<file path="config.mk">
export PLATFORM = sky130hd
export DESIGN_NAME = sept_ctrl
export DESIGN_NICKNAME = d
export VERILOG_FILES = /design/src/rtl/sept_pkg.sv /design/src/rtl/sept_ctrl.sv
export SDC_FILE = /design/constraint.sdc
export NUM_CORES = 1
export LEC_CHECK = 0
export BUFFER_PORTS_ARGS = -buffer_cell sky130_fd_sc_hd__buf_4
export CAP_MARGIN = 0
export CORE_AREA = 2 2 39 41
export CTS_CLUSTER_DIAMETER = 150
export DETAILED_ROUTE_END_ITERATION = 8
export DIE_AREA = 0 0 41 43
export REMOVE_ABC_BUFFERS = 1
export SLEW_MARGIN = 20
export SYNTH_ARGS = -nofsm -noshare
export SYNTH_HDL_FRONTEND = slang
export SYNTH_SLANG_ARGS = --single-unit
</file>
<file path="constraint.sdc">
create_clock -name clk_i -period 3 [get_ports clk_i]
set_input_delay 0.45 -clock clk_i [delete_from_list [all_inputs] [get_ports clk_i]]
set_output_delay 0.45 -clock clk_i [all_outputs]
set_load 0.03 [all_outputs]
</file>
<file path="src/rtl/sept_pkg.sv">
`default_nettype none
package sept_pkg;

  localparam int unsigned FRAME_HEIGHT = 60;
  localparam int unsigned FRAME_WIDTH  = 80;
  localparam int unsigned PIXELS       = FRAME_HEIGHT * FRAME_WIDTH;

  localparam int unsigned ADDR_W = $clog2(PIXELS);
  localparam int unsigned ROW_W  = $clog2(FRAME_HEIGHT);
  localparam int unsigned COL_W  = $clog2(FRAME_WIDTH);
  localparam int unsigned CNT_W  = 13;
  localparam int unsigned THR_W  = 9;
  localparam int unsigned BINS   = 256;

  localparam logic [ADDR_W-1:0] LAST_ADDR = ADDR_W'(PIXELS - 1);
  localparam logic [ADDR_W-1:0] SCAN_LAST = ADDR_W'((FRAME_HEIGHT - 2) * FRAME_WIDTH - 1);
  localparam logic [ADDR_W-1:0] W_ADDR    = ADDR_W'(FRAME_WIDTH);
  localparam logic [ADDR_W-1:0] W2_ADDR   = ADDR_W'(2 * FRAME_WIDTH);
  localparam logic [ADDR_W-1:0] W1_ADDR   = ADDR_W'(FRAME_WIDTH - 1);
  localparam logic [COL_W-1:0]  LAST_COL  = COL_W'(FRAME_WIDTH - 1);
  localparam logic [ROW_W-1:0]  LAST_ROW  = ROW_W'(FRAME_HEIGHT - 1);
  localparam logic [CNT_W-1:0]  TARGET_RESET = CNT_W'(233);

  localparam logic [1:0] PH_TOP = 2'd0;
  localparam logic [1:0] PH_MID = 2'd1;
  localparam logic [1:0] PH_BOT = 2'd2;
  localparam logic [1:0] PH_ROW = 2'd3;

  typedef struct packed {
    logic       load;
    logic       read;
    logic       clr;
    logic       scan;
    logic       settle;
    logic       walk;
    logic [1:0] phase;
  } cmd_t;

  typedef struct packed {
    logic last_load;
    logic clr_end;
    logic scan_end;
    logic walk_done;
  } sts_t;

endpackage
`default_nettype wire

</file>
<file path="src/rtl/sept_ctrl.sv">
`default_nettype none
module sept_ctrl (
  input  wire logic          clk_i,
  input  wire logic          rst_ni,
  input  wire logic          in_valid_i,
  input  wire logic          in_action_i,
  output logic               in_ready_o,
  output logic               out_valid_o,
  input  wire logic          out_ready_i,
  input  wire sept_pkg::sts_t sts_i,
  output sept_pkg::cmd_t     cmd_o,
  output logic               busy_o
);
  import sept_pkg::*;

  localparam logic [2:0] ST_IDLE   = 3'd0;
  localparam logic [2:0] ST_CLEAR  = 3'd1;
  localparam logic [2:0] ST_SCAN   = 3'd2;
  localparam logic [2:0] ST_SETTLE = 3'd3;
  localparam logic [2:0] ST_WALK   = 3'd4;

  logic [2:0] state_q, state_d;
  logic [1:0] phase_q, phase_d;
  logic       out_valid_q, out_valid_d;
  logic       acc;

  assign in_ready_o  = (state_q == ST_IDLE) && (!out_valid_q || out_ready_i);
  assign acc         = in_valid_i && in_ready_o;
  assign out_valid_o = out_valid_q;
  assign busy_o      = (state_q != ST_IDLE);

  always_comb begin
    cmd_o        = '0;
    cmd_o.load   = acc && !in_action_i;
    cmd_o.read   = acc && in_action_i;
    cmd_o.clr    = (state_q == ST_CLEAR);
    cmd_o.scan   = (state_q == ST_SCAN);
    cmd_o.settle = (state_q == ST_SETTLE);
    cmd_o.walk   = (state_q == ST_WALK);
    cmd_o.phase  = phase_q;
  end

  always_comb begin
    state_d     = state_q;
    phase_d     = phase_q;
    out_valid_d = out_valid_q;
    if (out_ready_i) out_valid_d = 1'b0;
    if (cmd_o.read) out_valid_d = 1'b1;
    unique case (state_q)
      ST_IDLE: begin
        if (cmd_o.load && sts_i.last_load) state_d = ST_CLEAR;
      end
      ST_CLEAR: begin
        phase_d = PH_TOP;
        if (sts_i.clr_end) state_d = ST_SCAN;
      end
      ST_SCAN: begin
        phase_d = phase_q + 2'd1;
        if (phase_q == PH_ROW && sts_i.scan_end) state_d = ST_SETTLE;
      end
      ST_SETTLE: state_d = ST_WALK;
      ST_WALK: begin
        if (sts_i.walk_done) state_d = ST_IDLE;
      end
      default: state_d = ST_IDLE;
    endcase
  end

  always_ff @(posedge clk_i or negedge rst_ni) begin
    if (!rst_ni) begin
      state_q     <= ST_IDLE;
      phase_q     <= PH_TOP;
      out_valid_q <= 1'b0;
    end else begin
      state_q     <= state_d;
      phase_q     <= phase_d;
      out_valid_q <= out_valid_d;
    end
  end

endmodule
`default_nettype wire

</file>
==> summary.md, run 1 <==
| Metric | Value |
|---|---|
| CP startpoint kind | `register` |
| CP required | `2.55 ns` |
| Synth top area share | `38.2%` |
| Fin. Hold Viols | `0` |
| Largest net degree at the start of global routing | `12` |
| Seq cells post-synth | `6` |
| Final WL | `767 um` |
| Die height | `43 um` |
| Max FO, Critical Path | `9` |
| Vias in the first global route | `307` |
| Num CTS Buffers | `3` |
| Crit. End Element | `output port` |
| Flip-flop and latch area | `150 sq um` |
| FP Rows | `14` |
| Cts hold-fix bufs | `0` |
| Ratio of cells with drive above 1 in the final layout | `45.9%` |
| Layout fillers | `138` |
| Max Fclk | `0.502 GHz` |
| Hold Crit Class | `primary input to register` |
| Fin Hold WS | `0.485 ns` |
| Synth unique cells | `27` |
| Asr flop ratio synth | `100%` |
| Final Cycle Share | `66.4%` |
| 1st-iter DRT viols | `10` |
| Power per Cell Area | `1050 nW/um^2` |
| Clock tree sinks | `6` |
| Yosys Warn Count | `0` |
| CTS Root Cell | `clkbuf_4` |
| CTS max path bufs | `2` |
| Cells after Synth | `42` |
| P&R area growth vs syn | `41.7%` |
| Area of the multi-input gates | `196 sq um` |
| Max-slew headroom | `79.8%` |
| Leakage power | `0.289 nW` |
| TritonCTS clock tree | `built` |
| Worst path arrival time | `1.54 ns` |
| R2R Setup Slk | `1.82 ns` |
| Nets | `73` |
| Register area share after synthesis | `38.2%` |
| Status | `finished, final reports clean` |
| Clock skew | `0.00145 ns` |
| Global-route wire length before repair | `1150 um` |
| Full die area | `1760 sq um` |
| GRT overflow | `0` |
| DR vias | `347` |
| Final setup viols | `0` |
| Final Core Density | `40.2%` |
| Post-cts resize count | `0` |
| Fin crit period | `1.99 ns` |
| Worst slew pin tran | `0.303 ns` |
| Netlist Area Pre-Place | `393 sq um` |
| Post-route ant nets | `0` |
| Ys flop type | `dfrtp_1` |
| RePlAce Congestion | `0.681` |
| Final slew viol count | `0` |
| EDFF count, synth | `0` |
| Post-CTS setup buffers | `0` |
| Max cap viols | `0` |
| Vias per inst | `4.51` |
| IO Pins | `20` |
| Worst VDD drop | `0.000308 V` |
| Diodes inserted | `0` |
| Initial Util | `28.4%` |
| Tot GR Track Use | `10.2%` |
| Clock transition at path regs | `0.04 ns` |
| Post-synth top cells | `dfrtp_1, inv_1, o21ai_0` |
| Floorplan core area | `1380 sq um` |
| H-tree depth reported by CTS | `1` |
| Initial antenna violation count | `0` |
| Clock latency on the worst-skew pair | `0.24 ns` |
| DRT Pass-1 Iters | `3` |
| RSZ-0062 raised after global routing | `no` |
| Avg Cell Area, Syn | `9.35 sq um` |
| Drt drc | `0` |
| Most frequent cell after synthesis | `dfrtp_1` |
| Hpwl dp | `611 um` |
| Synth area leaders | `dfrtp_1, o21ai_0, buf_4` |
| WL/cell | `9.96 um` |
| Port Buffer Count | `19` |
| Final setup TNS | `0 ns` |
| Die Span X | `41 um` |
| Crit Path Class | `register to output port` |
| Dominant cell type by area after synthesis | `dfrtp_1` |
==> path summary, 6_finish.rpt <==
path	cells after the start	to	start
worst min-delay path	3	state_q[2]	sts_i[0]
worst max-delay path	4	cmd_o[7]	state_q[2]
worst min register to register	1	phase_q[1]	phase_q[1]
min in group asynchronous	2	state_q[0]	rst_ni
worst max register to register	3	phase_q[1]	state_q[0]
max in group asynchronous	2	state_q[2]	rst_ni
==> cell families (layout without fill, tap and decap cells) <==
logic type	after synthesis	in the layout	synth area share, %
AND/OR/NAND/NOR	19	19	34.7
buffers and inverters	8	27	11.8
AO/OA/AOI/OAI	8	8	12.1
adder cells (fa/ha/maj)	1	1	3.18
flip-flops	6	6	38.2
==> cell usage in the layout (no fill, tap or decap) <==
| cell type | instances |
|---|---|
| nand4_1 | 1 |
| nor3b_1 | 2 |
| nor3b_2 | 1 |
| o21ai_0 | 3 |
| clkbuf_4 | 3 |
| a22o_1 | 1 |
| a31oi_1 | 1 |
| nand2_1 | 1 |
| nand2b_1 | 1 |
| nor2_2 | 1 |
| and2_2 | 1 |
| a21o_1 | 1 |
| nand2b_4 | 1 |
| a21oi_1 | 2 |
| dfrtp_1 | 6 |
| or2b_1 | 1 |
| nor2b_1 | 1 |
| inv_1 | 4 |
| nor2b_2 | 1 |
| ha_1 | 1 |
| nor3_1 | 1 |
| buf_4 | 19 |
| nor2_1 | 2 |
| or3_4 | 1 |
| nand3_1 | 2 |
| dlygate4sd3_1 | 1 |
| nand4b_1 | 1 |
==> registers in the layout, indices dropped and copies added, names as in the netlist <==
name	cells
state_q	3
out_valid_o	1
phase_q	2
==> layer usage <==
metal	global-route usage (%)	up-vias	part of all wire, %
met5	0	-	0
met4	2.00	0	0
met3	9.95	0	12
met2	14.1	12	48
met1	11.0	155	40
li1	-	180	-
==> worst max-delay path: stages, from the launching register on <==
cell and delay (ns):
dfrtp_1 0.46, or3_4 0.43, nand2b_4 0.16, nor2b_2 0.10
buf_4 0.16
==> report_power, final <==
part	internal [W]	switching (W)
Sequential	0.000111	0.0000413
Combinational	0.000157	0.000206
Clock	0.0000451	0.0000267
==> cell type report <==
cell class | count | area share, %
multi-input combinational | 28 | 35.3
clock buffer | 3 | 4.04
tap | 16 | 3.60
sequential | 6 | 27.0
timing repair buffer | 20 | 27.4
inverter | 4 | 2.70
==> stage by stage <==
stage          total power, W  instance area [sq um]  std cells  setup WS (ns)
2_1_floorplan        0.000396                    362         38           1.18
3_3_place_gp         0.000514                    524         73           1.28
3_5_place_dp         0.000517                    524         73           1.26
4_1_cts              0.000593                    547         76          0.997
5_1_grt              0.000631                    557         77          0.923
6_report             0.000586                    557         77           1.01
(Power assumes the default switching activity.)
==> run 2, diff against run 1 <==
clock period = 2 ns   (was 3 ns; I/O delays follow)
==> summary.md, run 2 (same netlist as run 1, synthesis figures left out) <==
| Metric | Value |
|---|---|
| Status | `finished, final reports clean` |
| CP required | `1.70 ns` |
| RSZ-0062 raised after global routing | `no` |
| Worst slew pin tran | `0.314 ns` |
| Initial Util | `28.4%` |
| Final slew viol count | `0` |
| Comb pwr share | `61.4%` |
| Post-cts resize count | `0` |
| Fin. Hold Viols | `0` |
| Num CTS Buffers | `3` |
| Die height | `43 um` |
| Switching Share | `47.1%` |
| Largest net degree at the start of global routing | `12` |
| Commonest non-fill, non-tap cell in the layout | `buf_4` |
| CP startpoint kind | `register` |
| Vias per inst | `4.44` |
| Post-route ant nets | `0` |
| Nets | `73` |
| DR vias | `342` |
| Max FO, Critical Path | `9` |
| Max reg flops | `3` |
| Hpwl dp | `639 um` |
| Final WL | `793 um` |
| 1st-iter DRT viols | `5` |
| FP Rows | `14` |
| Tot GR Track Use | `10.4%` |
| TritonCTS clock tree | `built` |
| Ratio of cells with drive above 1 in the final layout | `45.9%` |
| Post-CTS setup buffers | `0` |
| Vias in the first global route | `283` |
| WL/cell | `10.3 um` |
| H-tree depth reported by CTS | `1` |
| Most frequent cells in the layout | `buf_4, dfrtp_1, inv_1` |
| Worst path arrival time | `1.55 ns` |
| Leakage power | `0.289 nW` |
| Clock transition at path regs | `0.04 ns` |
| Crit. End Element | `output port` |
| Final setup viols | `0` |
| Hold Crit Class | `primary input to register` |
| Full die area | `1760 sq um` |
| Diodes inserted | `0` |
| Fin crit period | `1.85 ns` |
| CTS max path bufs | `2` |
| Clock tree sinks | `6` |
| P&R area growth vs syn | `41.7%` |
| Sw Pwr | `0.000418 W` |
| Crit Path Class | `register to output port` |
| IO Pins | `20` |
| Cts hold-fix bufs | `1` |
| Final Core Density | `40.2%` |
| Die Span X | `41 um` |
| Max-slew headroom | `79.0%` |
| Final Cycle Share | `92.3%` |
| Floorplan core area | `1380 sq um` |
| Clock latency on the worst-skew pair | `0.25 ns` |
| DRT Pass-1 Iters | `2` |
| Register share of total power | `25.8%` |
| Worst VDD drop | `0.000481 V` |
| Global-route wire length before repair | `1120 um` |
| Max Fclk | `0.542 GHz` |
| Final setup TNS | `0 ns` |
| Port Buffer Count | `19` |
| Max cap viols | `0` |
| Most flops, register | `state_q` |
| Drt drc | `0` |
| Clock skew | `0.00181 ns` |
| RePlAce Congestion | `0.681` |
| Initial antenna violation count | `0` |
| Internal | `0.000469 W` |
| Clk pwr share | `12.8%` |
| CTS Root Cell | `clkbuf_4` |
| GRT overflow | `0` |
| Power per Cell Area | `1590 nW/um^2` |
[run 2: cell counts in the layout (fill, tap and decap cells not counted)]
No cell type changed its count.
[run 2: final timing paths]
| check | startpoint | endpoint | slack [ns] | cells past startpoint |
|---|---|---|---|---|
| worst max-delay path | state_q[2] | cmd_o[7] | 0.15 | 4 |
| worst min-delay path | sts_i[0] | state_q[2] | 0.32 | 3 |
| worst max register to register | state_q[0] | phase_q[1] | 0.82 | 3 |
| worst min register to register | phase_q[1] | phase_q[1] | 0.54 | 1 |
| max in group asynchronous | rst_ni | state_q[2] | 1.49 | 2 |
| min in group asynchronous | rst_ni | phase_q[0] | 0.39 | 2 |
[run 2: area by class of cell]
type	count	area [sq um]
Fill cell	149	827
Multi-Input combinational cell	28	196
Timing Repair Buffer	20	153
Sequential cell	6	150
Clock buffer	3	22.5
Tap cell	16	20.0
Inverter	4	15.0
[run 2: per-layer routing]
metal | vias to the layer above | share of wire (%) | global-route usage [%]
met2 | 11 | 48 | 13.1
met1 | 148 | 40 | 11.0
met3 | 3 | 10 | 9.42
met4 | 0 | 1.8 | 6.00
met5 | - | 0 | 0
li1 | 180 | - | -
[run 2: critical path, stage by stage (launching register included)]
cell and delay (ns):
dfrtp_1 0.45, or3_4 0.42, nand2b_4 0.16, nor2b_2 0.10, buf_4 0.16
[run 2: power by group through the flow]
stage	clock [W]	combinational, W	sequential, W
6_report	0.000113	0.000545	0.000229
5_1_grt	0.000128	0.000584	0.000235
4_1_cts	0.000119	0.000552	0.000227
3_5_place_dp	0	0.000550	0.000229
3_3_place_gp	0	0.000544	0.000227
2_1_floorplan	0	0.000332	0.000263
[run 2: per-stage QoR]
step           instance area (sq um)  hold slack [ns]  setup slack [ns]  instances  total power [W]
2_1_floorplan                    362          0.00441             0.330         38         0.000594
3_3_place_gp                     524            0.112             0.429         73         0.000771
3_5_place_dp                     524            0.112             0.413         73         0.000778
4_1_cts                          557            0.317             0.136         77         0.000898
5_1_grt                          557            0.322            0.0748         77         0.000947
6_report                         557            0.323             0.154         77         0.000887
